[src/sv/tile_histogram_equalizer_assert.svh]
// Assertion macros for the tile histogram equaliser.
`ifndef TILE_HISTOGRAM_EQUALIZER_ASSERT_SVH
`define TILE_HISTOGRAM_EQUALIZER_ASSERT_SVH
`ifndef SYNTHESIS
`define THE_ASSERT(label, clk, rst_n, prop) \
  label: assert property (@(posedge clk) disable iff (!rst_n) prop) else $error("%m failed");
`define THE_ASSERT_NEXT(label, clk, rst_n, cond, prop) \
  label: assert property (@(posedge clk) disable iff (!rst_n) (cond) |=> (prop)) \
    else $error("%m failed");
`else
`define THE_ASSERT(label, clk, rst_n, prop)
`define THE_ASSERT_NEXT(label, clk, rst_n, cond, prop)
`endif
`endif

[src/sv/the_pkg.sv]
// Shared types and constants of the tile histogram equaliser.
package the_pkg;
  localparam int unsigned NumBins   = 256;
  localparam int unsigned BinW      = 8;
  localparam int unsigned CountW    = 13;
  localparam int unsigned ValueW    = 16;
  localparam int unsigned PixelW    = 12;
  localparam logic [CountW-1:0] CountMax  = 13'd8191;
  localparam logic [ValueW-1:0] FullScale = 16'd65280;
  localparam int unsigned CumW = CountW + BinW;
  localparam int unsigned ProdW = CumW + ValueW;

  typedef enum logic [7:0] {
    StIdle  = 8'b0000_0001,
    StRead  = 8'b0000_0010,
    StWrite = 8'b0000_0100,
    StBRead = 8'b0000_1000,
    StBAcc  = 8'b0001_0000,
    StBMul  = 8'b0010_0000,
    StBDiv  = 8'b0100_0000,
    StClear = 8'b1000_0000
  } state_e;

  typedef struct packed {
    logic load;
    logic hist_rd;
    logic hist_wr;
    logic map_rd;
    logic out_strobe;
    logic clr_wr;
    logic bld_rd;
    logic bld_acc;
    logic bld_mul;
    logic div_start;
    logic tab_wr;
    logic idx_inc;
    logic idx_clr;
    logic cum_clr;
    logic set_ready;
    logic clr_ready;
  } cmd_t;

  typedef struct packed {
    logic op;
    logic last;
    logic div_done;
    logic idx_end;
  } sts_t;
endpackage

[src/sv/the_ctrl.sv]
// Sequencing state machine of the tile histogram equaliser.
`include "tile_histogram_equalizer_assert.svh"
module the_ctrl import the_pkg::*; (
  input  logic clk_i,
  input  logic rst_ni,
  input  logic start_i,
  output logic busy_o,
  input  sts_t sts_i,
  output cmd_t cmd_o
);
  state_e state_q, state_d;

  always_ff @(posedge clk_i or negedge rst_ni) begin
    if (!rst_ni) state_q <= StClear;
    else state_q <= state_d;
  end

  assign busy_o = (state_q != StIdle);

  always_comb begin
    state_d = state_q;
    cmd_o = '0;
    unique case (state_q)
      StIdle: begin
        if (start_i) begin
          cmd_o.load = 1'b1;
          state_d = StRead;
        end
      end
      StRead: begin
        if (sts_i.op) cmd_o.map_rd = 1'b1;
        else cmd_o.hist_rd = 1'b1;
        state_d = StWrite;
      end
      StWrite: begin
        if (sts_i.op) begin
          cmd_o.out_strobe = 1'b1;
          if (sts_i.last) begin
            cmd_o.idx_clr = 1'b1;
            cmd_o.clr_ready = 1'b1;
            state_d = StClear;
          end else state_d = StIdle;
        end else begin
          cmd_o.hist_wr = 1'b1;
          if (sts_i.last) begin
            cmd_o.idx_clr = 1'b1;
            cmd_o.cum_clr = 1'b1;
            state_d = StBRead;
          end else state_d = StIdle;
        end
      end
      StBRead: begin
        cmd_o.bld_rd = 1'b1;
        state_d = StBAcc;
      end
      StBAcc: begin
        cmd_o.bld_acc = 1'b1;
        state_d = StBMul;
      end
      StBMul: begin
        cmd_o.bld_mul = 1'b1;
        cmd_o.div_start = 1'b1;
        state_d = StBDiv;
      end
      StBDiv: begin
        if (sts_i.div_done) begin
          cmd_o.tab_wr = 1'b1;
          cmd_o.idx_inc = 1'b1;
          if (sts_i.idx_end) begin
            cmd_o.set_ready = 1'b1;
            state_d = StIdle;
          end else state_d = StBRead;
        end
      end
      StClear: begin
        cmd_o.clr_wr = 1'b1;
        cmd_o.idx_inc = 1'b1;
        if (sts_i.idx_end) state_d = StIdle;
      end
      default: state_d = StIdle;
    endcase
  end

  `THE_ASSERT(a_onehot, clk_i, rst_ni, $onehot(state_q))
  `THE_ASSERT_NEXT(a_load_busy, clk_i, rst_ni, cmd_o.load, busy_o)
  `THE_ASSERT(a_strobe_state, clk_i, rst_ni, !cmd_o.out_strobe || state_q == StWrite)
endmodule

[config.mk]
export PLATFORM = sky130hd
export DESIGN_NAME = the_ctrl
export DESIGN_NICKNAME = d
export VERILOG_FILES = /design/src/sv/the_pkg.sv /design/src/sv/the_ctrl.sv
export VERILOG_INCLUDE_DIRS = /design/src /design/src/sv
export SDC_FILE = /design/constraint.sdc
export NUM_CORES = 1
export LEC_CHECK = 0
export ABC_AREA = 0
export BUFFER_PORTS_ARGS = -buffer_cell sky130_fd_sc_hd__buf_2
export CORE_MARGIN = 2
export CORE_UTILIZATION = 42
export CTS_CLUSTER_SIZE = 12
export DETAILED_ROUTE_END_ITERATION = 8
export GPL_ROUTABILITY_DRIVEN = 0
export GPL_TIMING_DRIVEN = 0
export HOLD_SLACK_MARGIN = 0.12
export PLACE_DENSITY_LB_ADDON = 0.2
export SETUP_SLACK_MARGIN = 0.3
export SYNTH_ARGS = -nofsm -noshare
export SYNTH_HDL_FRONTEND = slang
export SYNTH_SLANG_ARGS = --single-unit
[constraint.sdc]
create_clock -name clk_i -period 1.47 [get_ports clk_i]
set_input_delay 0.294 -clock clk_i [delete_from_list [all_inputs] [get_ports clk_i]]
set_output_delay 0.294 -clock clk_i [all_outputs]
set_load 0.01 [all_outputs]
======== After elaboration in Yosys (flattened, before gate mapping) ========
Cells that the tools add are included.
storage, ports and cells
  bits in registers ....................... 8
  input port bits ......................... 7
  output and inout bits ................... 17
  word-level logic and storage cells ...... 47
cells by class
  equality and inequality tests ........... 12
  mux-type cells .......................... 33
  reduce and logical (&&, ||, !) cells .... 1
operators with widths
  kind                                            number
  one-hot mux 8 bit (8 select lines)              1
  two-way mux 8 bit                               5
  two-way mux 1 bit                               20
  == test 8 x 1 -> 1 bit (second input constant)  1
  == test 8 x 2 -> 1 bit (second input constant)  1
  == test 8 x 3 -> 1 bit (second input constant)  1
  == test 8 x 4 -> 1 bit (second input constant)  1
  == test 8 x 5 -> 1 bit (second input constant)  1
  == test 8 x 6 -> 1 bit (second input constant)  1
  == test 8 x 7 -> 1 bit (second input constant)  1
  == test 8 bit (second input constant)           1
  two-way mux 2 bit                               4
  two-way mux 4 bit                               2
  != test 8 x 1 -> 1 bit (second input constant)  1
  != test 2 bit (second input constant)           3
  AND reduction 3 bit                             1
  one-hot mux 1 bit (2 select lines)              1

======== Logic depth before layout (Yosys ltp) ========
Gate-level depths: netlist of run 1.
  depth after elaboration ................. 3
  mapped depth ............................ 5
  mapped depth without buffers ............ 4

======== Worst setup path after synthesis of run 1 ========
Ideal clock, no wire load.
  kind .................................... reg2out
  start ................................... register state_q[6]
  end ..................................... output cmd_o[7] (netlist name)
  arrival ................................. 1440 ps
  setup slack ............................. -264 ps
  stages on the path, launching flop included .. 5
  cell sequence ........................... dfrtp_1 -> nor4_4 -> nand2_1 -> nor3b_2 -> buf_4
RTL lines
  item                    line            text
  start, declared         the_ctrl.sv:11  state_e state_q, state_d;
  start signal, assigned  the_ctrl.sv:14  if (!rst_ni) state_q <= StClear;
  start signal, assigned  the_ctrl.sv:15  else state_q <= state_d;
  end, declared           the_ctrl.sv:9   output cmd_t cmd_o

==> results.md, run 1 <==
- Clk sinks: 8
- Post-Place Setup Slack: -0.4612 ns
- Status: complete, but fails checks
- Clock power share: about 15%
- Port bufs: 23
- Synth async-reset ratio: between 90% and 100%
- Critical path launch point type: flip-flop
- TritonCTS clock tree: built
- Reg-to-Reg Start: state_q[5]
- TNS Setup: -8.266 ns
- CTS Buf Count: 3
- CP Capture Type: output pin
- Cell-internal power: between 0.8 and 0.9 mW
- Initial core utilization: between 40% and 50%
- Layout area overhead: 80.89%
- Critical-path cell list: clkbuf_8 > nor4_4 > buf_4 > and2_4 > nand3b_1 > nand2_2 > buf_6
- Post-synthesis cell area: slightly above 600 sq um
- Number of flops mapped to enable cells by yosys: 0
- VDD IR max: between 1 and 1.5 mV
- Critical Path Source: state_q[5]
- ANT cells: 0
- Fin util: 83.49%
- Placed inst area: 787.0 sq um
- Die span in y: 42.29 microns
- Slowest stage cell, crit path: dfrtp_1
- Worst Hold Class: in2reg
- Skew final: 0.008988 ns
- Seq pwr share: roughly a quarter
- DIE AREA: 0.001788 sq mm
- Violated checks: negative setup slack
- F_max: 497.6 MHz
- Share of layout cells above drive strength 1: between 70% and 80%
- Sequential area share after synthesis: approximately 33%
- Final worst-path cycle share: 136.7%
- Avg Cell Area, Syn: 10.09 sq um
- Net Sw Frac: 35.95%
- WL final: 1824 microns
- Net load switching power: 0.4649 mW
- Yosys top cell area share: 28.46%
- DRC: 0
- Initial drt markers: 14
- Multi-input gate area: 481.7 sq um
- Vias: approximately 680
- Yosys Warn Count: 0
- Leading registers by flop count: state_q x8
- Final Max Slew Viols: 0
- Final setup fails: 20
- Slew headroom: 75.35%
- Vias in the first global route: 640
- Routed WL per cell: 14.71 microns
- Row count: 13
- Post-Synthesis Cells: a little over 60
- Clock buffer depth: 2
- Gr usage total: between 20% and 30%
- Min Tclk post-route: 2.010 ns
- Buffers and inverters on the worst path: 3
- Final ANT Viol Nets: 0
- Initial antenna violation count: 0
- Library cells used by synthesis: 29
- Syn nets: 68
- Hold path startpoint: sts_i[0]
- Unrepaired setup endpoints after global routing: yes
- Critical path arrival: 1.72 ns
- Final hold slack: 0.2560 ns
- Top post-synthesis cells by area: dfrtp_1 (28%), nor4b_4 (7.7%), nor4_4 (6.9%), and3_1 (6.1%), dfstp_2 (4.3%)
- Number of I/O pins: 24
- Leakage: 0.5673 nW
- Critical Path RT: 1.18 ns
- Synth Flop Type: dfrtp_1
- Largest register by flop count: state_q
- Finished Layout Cells: about 120
- Yosys top cell by area: dfrtp_1
- Fin area: 0.001114 sq mm
- Final Hold Vio Count: 0
- # fillers: 81
- Max FFs per register: 8
- Worst-margin pin slew: 0.3659 ns
- Placeable Area: 0.001334 sq mm
- CP max stage delay: ~0.37 ns
- Max cap viols: 0
- Depth of the CTS H-tree: 1
- Power density cells: 1161 mW/mm^2
- Reg clk slew, reported paths: around 0.060 ns
- Global route overflow: 0
- Final net count: 117
- Reg area: 207.7 sq um
- Hpwl dp: approximately 1000 microns
- CP Class: reg2out
- DRT Pass-1 Iters: 5
- Synthesized flop and latch total: 8
- Die width: between 40 and 50 microns
- Largest net degree at the start of global routing: 9
- Comb pwr share: 59.9%
- Delay-heaviest family, CP: simple AND/OR/NAND/NOR gates
- First-pass GRT wire length: 2870 microns
- Final total power: 1.293 mW
- Placed Cells: between 90 and 100
- CTS Root Cell: clkbuf_4
- Vias per std cell: roughly 5.4
- Later-pin clock latency in the skew report: 0.27 ns
- Crit-path max FO: 4
- Setup WS post-layout: -0.5395 ns
## layout by cell type (no fill, tap or decap), drive strengths merged
master        n
dfrtp         7
nand3b        1
a211o         2
xor2          2
and2b         1
o21bai        2
nand2         6
nand4b        1
and2          3
nand2b        1
nor3b         3
nor2b         1
and4b         2
dfstp         1
and3          7
nor4          2
inv           2
nor2          6
or2           1
a2bb2oi       2
nor4b         4
dlygate4sd3   1
o21ai         1
buf          44
a32oi         1
clkbuf        5
## cell type report
| class | instances | area share [%] |
|---|---|---|
| Buffer | 2 | 1.910 |
| Clock buffer | 4 | 2.360 |
| Inverter | 2 | 0.6742 |
| Multi-Input combinational cell | 49 | 43.26 |
| Sequential cell | 8 | 18.65 |
| Tap cell | 15 | 1.685 |
| Timing Repair Buffer | 44 | 31.46 |
## what timing repair did
item	CTS	global route
setup endpoints to repair	25	25
pin swaps	6	9
endpoints found under the hold margin	8	0
buffers inserted	14	6
hold buffers	1	0
resized for setup	13	15
## power by group through the flow
stage	logic [mW]	registers (mW)	clock network (mW)
5_1_grt	0.833	0.335	0.211
6_report	0.775	0.327	0.191
2_1_floorplan	0.349	0.314	0
3_5_place_dp	0.457	0.324	0
3_3_place_gp	0.449	0.323	0
4_1_cts	0.669	0.315	0.194
## per-layer routing
layer,part of all wire [%],vias to the layer above,track usage [%]
met3,4.3,6,6.466
met2,48,23,33.85
met5,0,-,0
met1,44,324,24.87
li1,-,322,-
met4,2.7,0,13.75
## cell families after synthesis
logic type      synth area share, %
compound gates                10.37
flops                         32.72
simple gates                  50.82
buf+inv                       3.252
xor+xnor                      2.846
## worst paths after layout
path	end	depth (start not counted)	slack, ns
worst min-delay path	state_q[7]	2	0.26
max in group asynchronous	state_q[7]	2	0.82
worst max-delay path	cmd_o[4]	7	-0.54
worst max register to register	state_q[3]	8	-0.25
min in group asynchronous	state_q[5]	2	0.40
worst min register to register	state_q[2]	2	0.66
## Yosys cell counts (2+ instances only)
| cell type | n |
|---|---|
| nor4b_4 | 2 |
| and2_1 | 3 |
| nand2_1 | 6 |
| and4b_1 | 2 |
| a211o_1 | 2 |
| o21bai_1 | 2 |
| nor2_1 | 6 |
| dfrtp_1 | 7 |
| nor4_4 | 2 |
| nor3b_1 | 2 |
| inv_1 | 2 |
| xor2_1 | 2 |
| and3_1 | 6 |
| a2bb2oi_1 | 2 |
No activity file was read; power rests on OpenSTA's default activity.
==> run 2, diff against run 1 <==
Settings changed: CORE_UTILIZATION 42 to 46.
Clock period 1.47 ns to 2 ns, I/O delays scaled along.
==> run 2 against run 1 <==
The run still ends with negative setup slack left. Critical path depth fell by 2. Routed wire length rose by 15%. Die area fell by 7.9%. First-iteration DRC count rose by 29%. Sequential power fell by 28%. Final area fell by 4.5%. Power fell by 30%. Sequential share of layout area rose by 0.88 points. Cell count rose by 2.4%. Register-to-register slack improved by 0.08 ns. Non-clock buffer count rose by 3. Global-route usage rose by 5.1 points. Largest cell class unchanged.
==> results.md, run 2 (same netlist as run 1, synthesis figures left out) <==
- Final setup fails: 12
- Worst Hold Class: in2reg
- Vias: 689
- Initial antenna violation count: 0
- Clk sinks: 8
- CTS Buf Count: 3
- Min Tclk post-route: about 2.2 ns
- Placed inst area: 763.2 sq um
- Final worst-path cycle share: 108.7%
- Depth of the CTS H-tree: 1
- Max FFs per register: 8
- Leakage: 0.5682 nW
- Hpwl dp: between 1000 and 1500 microns
- CTS Root Cell: clkbuf_4
- Later-pin clock latency in the skew report: 0.26 ns
- Global route overflow: 0
- Layout area overhead: 72.76%
- TNS Setup: -1.012 ns
- Largest net degree at the start of global routing: 9
- Setup WS post-layout: -0.1737 ns
- Buffers and inverters on the worst path: 2
- DRC: 0
- Largest register by flop count: state_q
- Vias in the first global route: around 600
- First-pass GRT wire length: ~2800 microns
- Reg clk slew, reported paths: 0.06 ns
- Placeable Area: 0.001269 sq mm
- TritonCTS clock tree: built
- Slowest stage cell, crit path: dfrtp_2
- Most frequent cells in the layout: buf_4 (23), buf_2 (17), buf_6 (7)
- Leading registers by flop count: state_q x8
- Final hold slack: 0.3886 ns
- Die span in y: 40.58 microns
- Die width: 40.58 microns
- Fin area: 0.001064 sq mm
- CP Class: reg2out
- Critical-path cell list: nor4_4 > buf_4 > nor4b_4 > and3_1 > buf_2
- Initial drt markers: 18
- CP max stage delay: 0.48 ns
- Skew final: 0.005762 ns
- Max cap viols: 0
- Gr usage total: 26.51%
- Crit-path max FO: 7
- Delay-heaviest family, CP: simple AND/OR/NAND/NOR gates
- Placed Cells: 99
- Final Max Slew Viols: 0
- Final net count: 120
- Routed WL per cell: 16.49 microns
- Slew headroom: 73.47%
- Finished Layout Cells: 127
- Share of layout cells above drive strength 1: 66.96%
- Critical Path RT: 1.60 ns
- Final ANT Viol Nets: 0
- Status: complete, but fails checks
- VDD IR max: 0.8765 mV
- Worst-margin pin slew: approximately 0.40 ns
- Critical path arrival: 1.77 ns
- DIE AREA: 0.001647 sq mm
- Port bufs: 23
- Violated checks: negative setup slack
- Number of I/O pins: 24
- Power density cells: 850.7 mW/mm^2
- Vias per std cell: ~5.4
- Final Hold Vio Count: 0
- DRT Pass-1 Iters: 4
- ANT cells: 0
- Clock buffer depth: 2
- Initial core utilization: 48.52%
- Unrepaired setup endpoints after global routing: yes
- Critical path launch point type: flip-flop
- # fillers: 70
- Row count: 13
- Post-Place Setup Slack: 0.001381 ns
- F_max: 460.1 MHz
- CP Capture Type: output pin
- WL final: 2094 microns
- Commonest non-fill, non-tap cell in the layout: buf_4
## run 2: power breakdown
part / total, mW / internal (mW) / switching, mW
Clock: 0.142 / 0.0769 / 0.0649
Combinational: 0.529 / 0.300 / 0.229
Sequential: 0.234 / 0.192 / 0.0415
## run 2: timing repair
item | CTS | global route
endpoints found under the setup margin | 18 | 20
gates resized for setup | 11 | 11
buffers inserted | 17 | 6
hold buffers | 1 | 0
pin swaps | 8 | 8
hold endpoints to repair | 7 | 0
## run 2: cell type report
type / count / area, sq um / area share [%]
Buffer: 2 / 21.27 / 2.000
Clock buffer: 4 / 26.28 / 2.471
Inverter: 2 / 7.507 / 0.7059
Multi-Input combinational cell: 49 / 442.9 / 41.65
Sequential cell: 8 / 207.7 / 19.53
Tap cell: 15 / 18.77 / 1.765
Timing Repair Buffer: 47 / 339.1 / 31.88
## run 2: final timing paths
| kind | to | slack [ns] | cells after the start | start |
|---|---|---|---|---|
| worst min-delay path | state_q[6] | 0.39 | 2 | sts_i[1] |
| min in group asynchronous | state_q[5] | 0.51 | 2 | rst_ni |
| worst min register to register | state_q[5] | 0.68 | 1 | state_q[4] |
| worst max register to register | state_q[3] | -0.17 | 12 | state_q[4] |
| max in group asynchronous | state_q[7] | 1.24 | 2 | rst_ni |
| worst max-delay path | cmd_o[1] | -0.17 | 5 | state_q[4] |
## run 2: per-layer routing
metal,routed length [microns],up-vias,share of wire [%],global-route usage [%]
li1,-,328,-,-
met1,846,323,40,33.78
met2,1099,32,52,43.65
met3,94,6,4.5,3.333
met4,54,0,2.6,12.50
met5,0,-,0,0
## run 2: through the flow
stage | power, mW | util [%]
global placement | 0.5474 | 60.16
CTS | 0.7935 | 76.92
detailed placement | 0.5544 | 60.16
floorplan | 0.4675 | -
global route | 0.9641 | 83.83
finish | 0.9048 | 83.83
==> run 3, diff against run 2 <==
Settings changed: CELL_PAD_IN_SITES_DETAIL_PLACEMENT set to 1, CELL_PAD_IN_SITES_GLOBAL_PLACEMENT set to 2, CORE_UTILIZATION 46 to 27.
==> run 3 against run 2 <==
The flow still finishes with violations (negative setup slack). Clock skew down 0.0038 ns. Clock-buffer cell count unchanged. Routed wire length up 5.1%. Cell count up 13%. Maximum frequency up 1.3%. Hold slack worse by 0.047 ns. Register-to-register slack better by 0.35 ns. Die area up 63%. Clock power up 14%. Critical path type unchanged. Critical endpoint is now cmd_o[4]. Largest cell class unchanged. Largest power group unchanged.
==> results.md, run 3 (same netlist as run 1, synthesis figures left out) <==
- Leakage: 0.6081 nW
- Critical Path RT: 1.60 ns
- F_max: 466.1 MHz
- Max FFs per register: 8
- ANT cells: 0
- Worst-margin pin slew: 0.4179 ns
- Initial core utilization: 28.10%
- CTS Buf Count: 3
- Final ANT Viol Nets: 0
- # fillers: 260
- Placed inst area: 779.5 sq um
- Share of layout cells above drive strength 1: 66.96%
- WL final: 2201 microns
- Post-Place Setup Slack: -0.03973 ns
- VDD IR max: 0.5163 mV
- Slew headroom: between 70% and 80%
- Initial drt markers: 3
- Later-pin clock latency in the skew report: 0.28 ns
- Setup WS post-layout: -0.1452 ns
- Hpwl dp: 1221 microns
- Final Max Slew Viols: 0
- Max cap viols: 0
- TritonCTS clock tree: built
- Min Tclk post-route: ~2.1 ns
- CTS Root Cell: clkbuf_4
- Largest net degree at the start of global routing: 9
- Most frequent cells in the layout: buf_4 (19), buf_2 (18), buf_6 (13)
- Routed WL per cell: around 15 microns
- Global route overflow: 0
- CP Capture Type: output pin
- Power density cells: between 800 and 900 mW/mm^2
- Violated checks: negative setup slack
- Final worst-path cycle share: 107.3%
- Commonest non-fill, non-tap cell in the layout: buf_4
- Number of I/O pins: 24
- Largest register by flop count: state_q
- CP max stage delay: approximately 0.45 ns
- First-pass GRT wire length: 3215 microns
- Vias in the first global route: around 680
- Depth of the CTS H-tree: 1
- Initial antenna violation count: 0
- Critical-path cell list: nor4_4 > buf_4 > buf_4 > and2_4 > nand3b_1 > nand2_2 > buf_6
- TNS Setup: -1.111 ns
- Leading registers by flop count: state_q x8
- Layout area overhead: 85.16%
- CP Class: reg2out
- Final Hold Vio Count: 0
- DIE AREA: 0.002678 sq mm
- Critical path launch point type: flip-flop
- Final net count: 123
- Fin area: 0.001140 sq mm
- Final setup fails: 12
- Clk sinks: 8
- Most frequent CP cell: buf_4
- Critical path arrival: 1.75 ns
- Status: complete, but fails checks
- Unrepaired setup endpoints after global routing: yes
- Crit-path max FO: 6
- Clock buffer depth: 2
- Placeable Area: 0.002191 sq mm
- Row count: 17
- DRC: 0
- Slowest stage cell, crit path: dfrtp_2
- Port bufs: 23
- Skew final: 0.001976 ns
- Vias per std cell: 4.888
- Die span in y: 51.75 microns
- Gr usage total: 16.58%
- Reg clk slew, reported paths: 0.08 ns
- Vias: 699
- Worst Hold Class: in2reg
- DRT Pass-1 Iters: 4
- Die width: ~52 microns
==> run 3: changes by cell type in the layout (fill, tap and decap cells not counted) <==
cell	change
and3_1	-1
and3_4	+1
buf_2	+1
buf_4	-4
buf_6	+6
buf_8	+1
clkbuf_8	-1
inv_1	+1
inv_2	-1
nand2_1	+1
nand2_2	-2
nand2_4	+1
nor4b_2	-1
nor4b_4	+1
==> run 3: stage by stage <==
stage / instances / total power [mW] / hold slack [ns] / util (%)
2_1_floorplan: 61 / 0.4675 / 0.1044 / -
3_3_place_gp: 112 / 0.5552 / 0.2563 / 35.58
3_5_place_dp: 112 / 0.5639 / 0.2590 / 35.58
4_1_cts: 134 / 0.8950 / 0.3425 / 46.89
5_1_grt: 143 / 1.044 / 0.3560 / 52.03
6_report: 143 / 0.9863 / 0.3414 / 52.03
==> run 3: cell type report <==
| class | instances | area (sq um) | area share, % |
|---|---|---|---|
| flip-flops and latches | 8 | 207.7 | 18.22 |
| repair buffers | 50 | 381.6 | 33.48 |
| clock buffers | 4 | 26.28 | 2.305 |
| plain buffers | 2 | 22.52 | 1.976 |
| inverters | 2 | 7.507 | 0.6586 |
| multi-input cells | 49 | 459.2 | 40.29 |
| well taps | 28 | 35.03 | 3.074 |
==> run 3: worst max-delay path, delay by kind of cell, from the launching register on <==
family                 cells  cell delay (ns)
AND/OR/NAND/NOR            4             0.62
buffers and inverters      3             0.39
flip-flops                 1             0.45
==> run 3: layer usage <==
metal  GRT usage [%]  vias to the layer above  routed length [microns]
met5               0                        -                        0
li1                -                      334                        -
met1           19.61                      340                      951
met3           2.874                        4                      107
met2           28.85                       21                     1104
met4           7.895                        0                       37
==> run 3: power by group <==
part	leakage [nW]	total (mW)	internal, mW	switching [mW]
clock network	0.0150	0.162	0.0775	0.0847
logic	0.496	0.585	0.343	0.242
registers	0.0968	0.239	0.192	0.0471
total	0.608	0.986	0.613	0.374
==> run 3: worst paths after layout <==
check | start | end | slack, ns | cells past startpoint
hold / removal | sts_i[1] | state_q[6] | 0.34 | 2
max in group asynchronous | rst_ni | state_q[7] | 1.25 | 2
min in group asynchronous | rst_ni | state_q[5] | 0.50 | 2
hold reg to reg | state_q[0] | state_q[2] | 0.70 | 2
setup / recovery | state_q[0] | cmd_o[4] | -0.15 | 7
setup reg to reg | state_q[0] | state_q[0] | 0.18 | 9
==> run 3: timing repair <==
action	CTS	global route
gates resized for setup	19	11
setup buffers	17	9
hold buffers	1	0
endpoints found under the hold margin	7	0
pin swaps	11	11
setup endpoints to repair	18	20
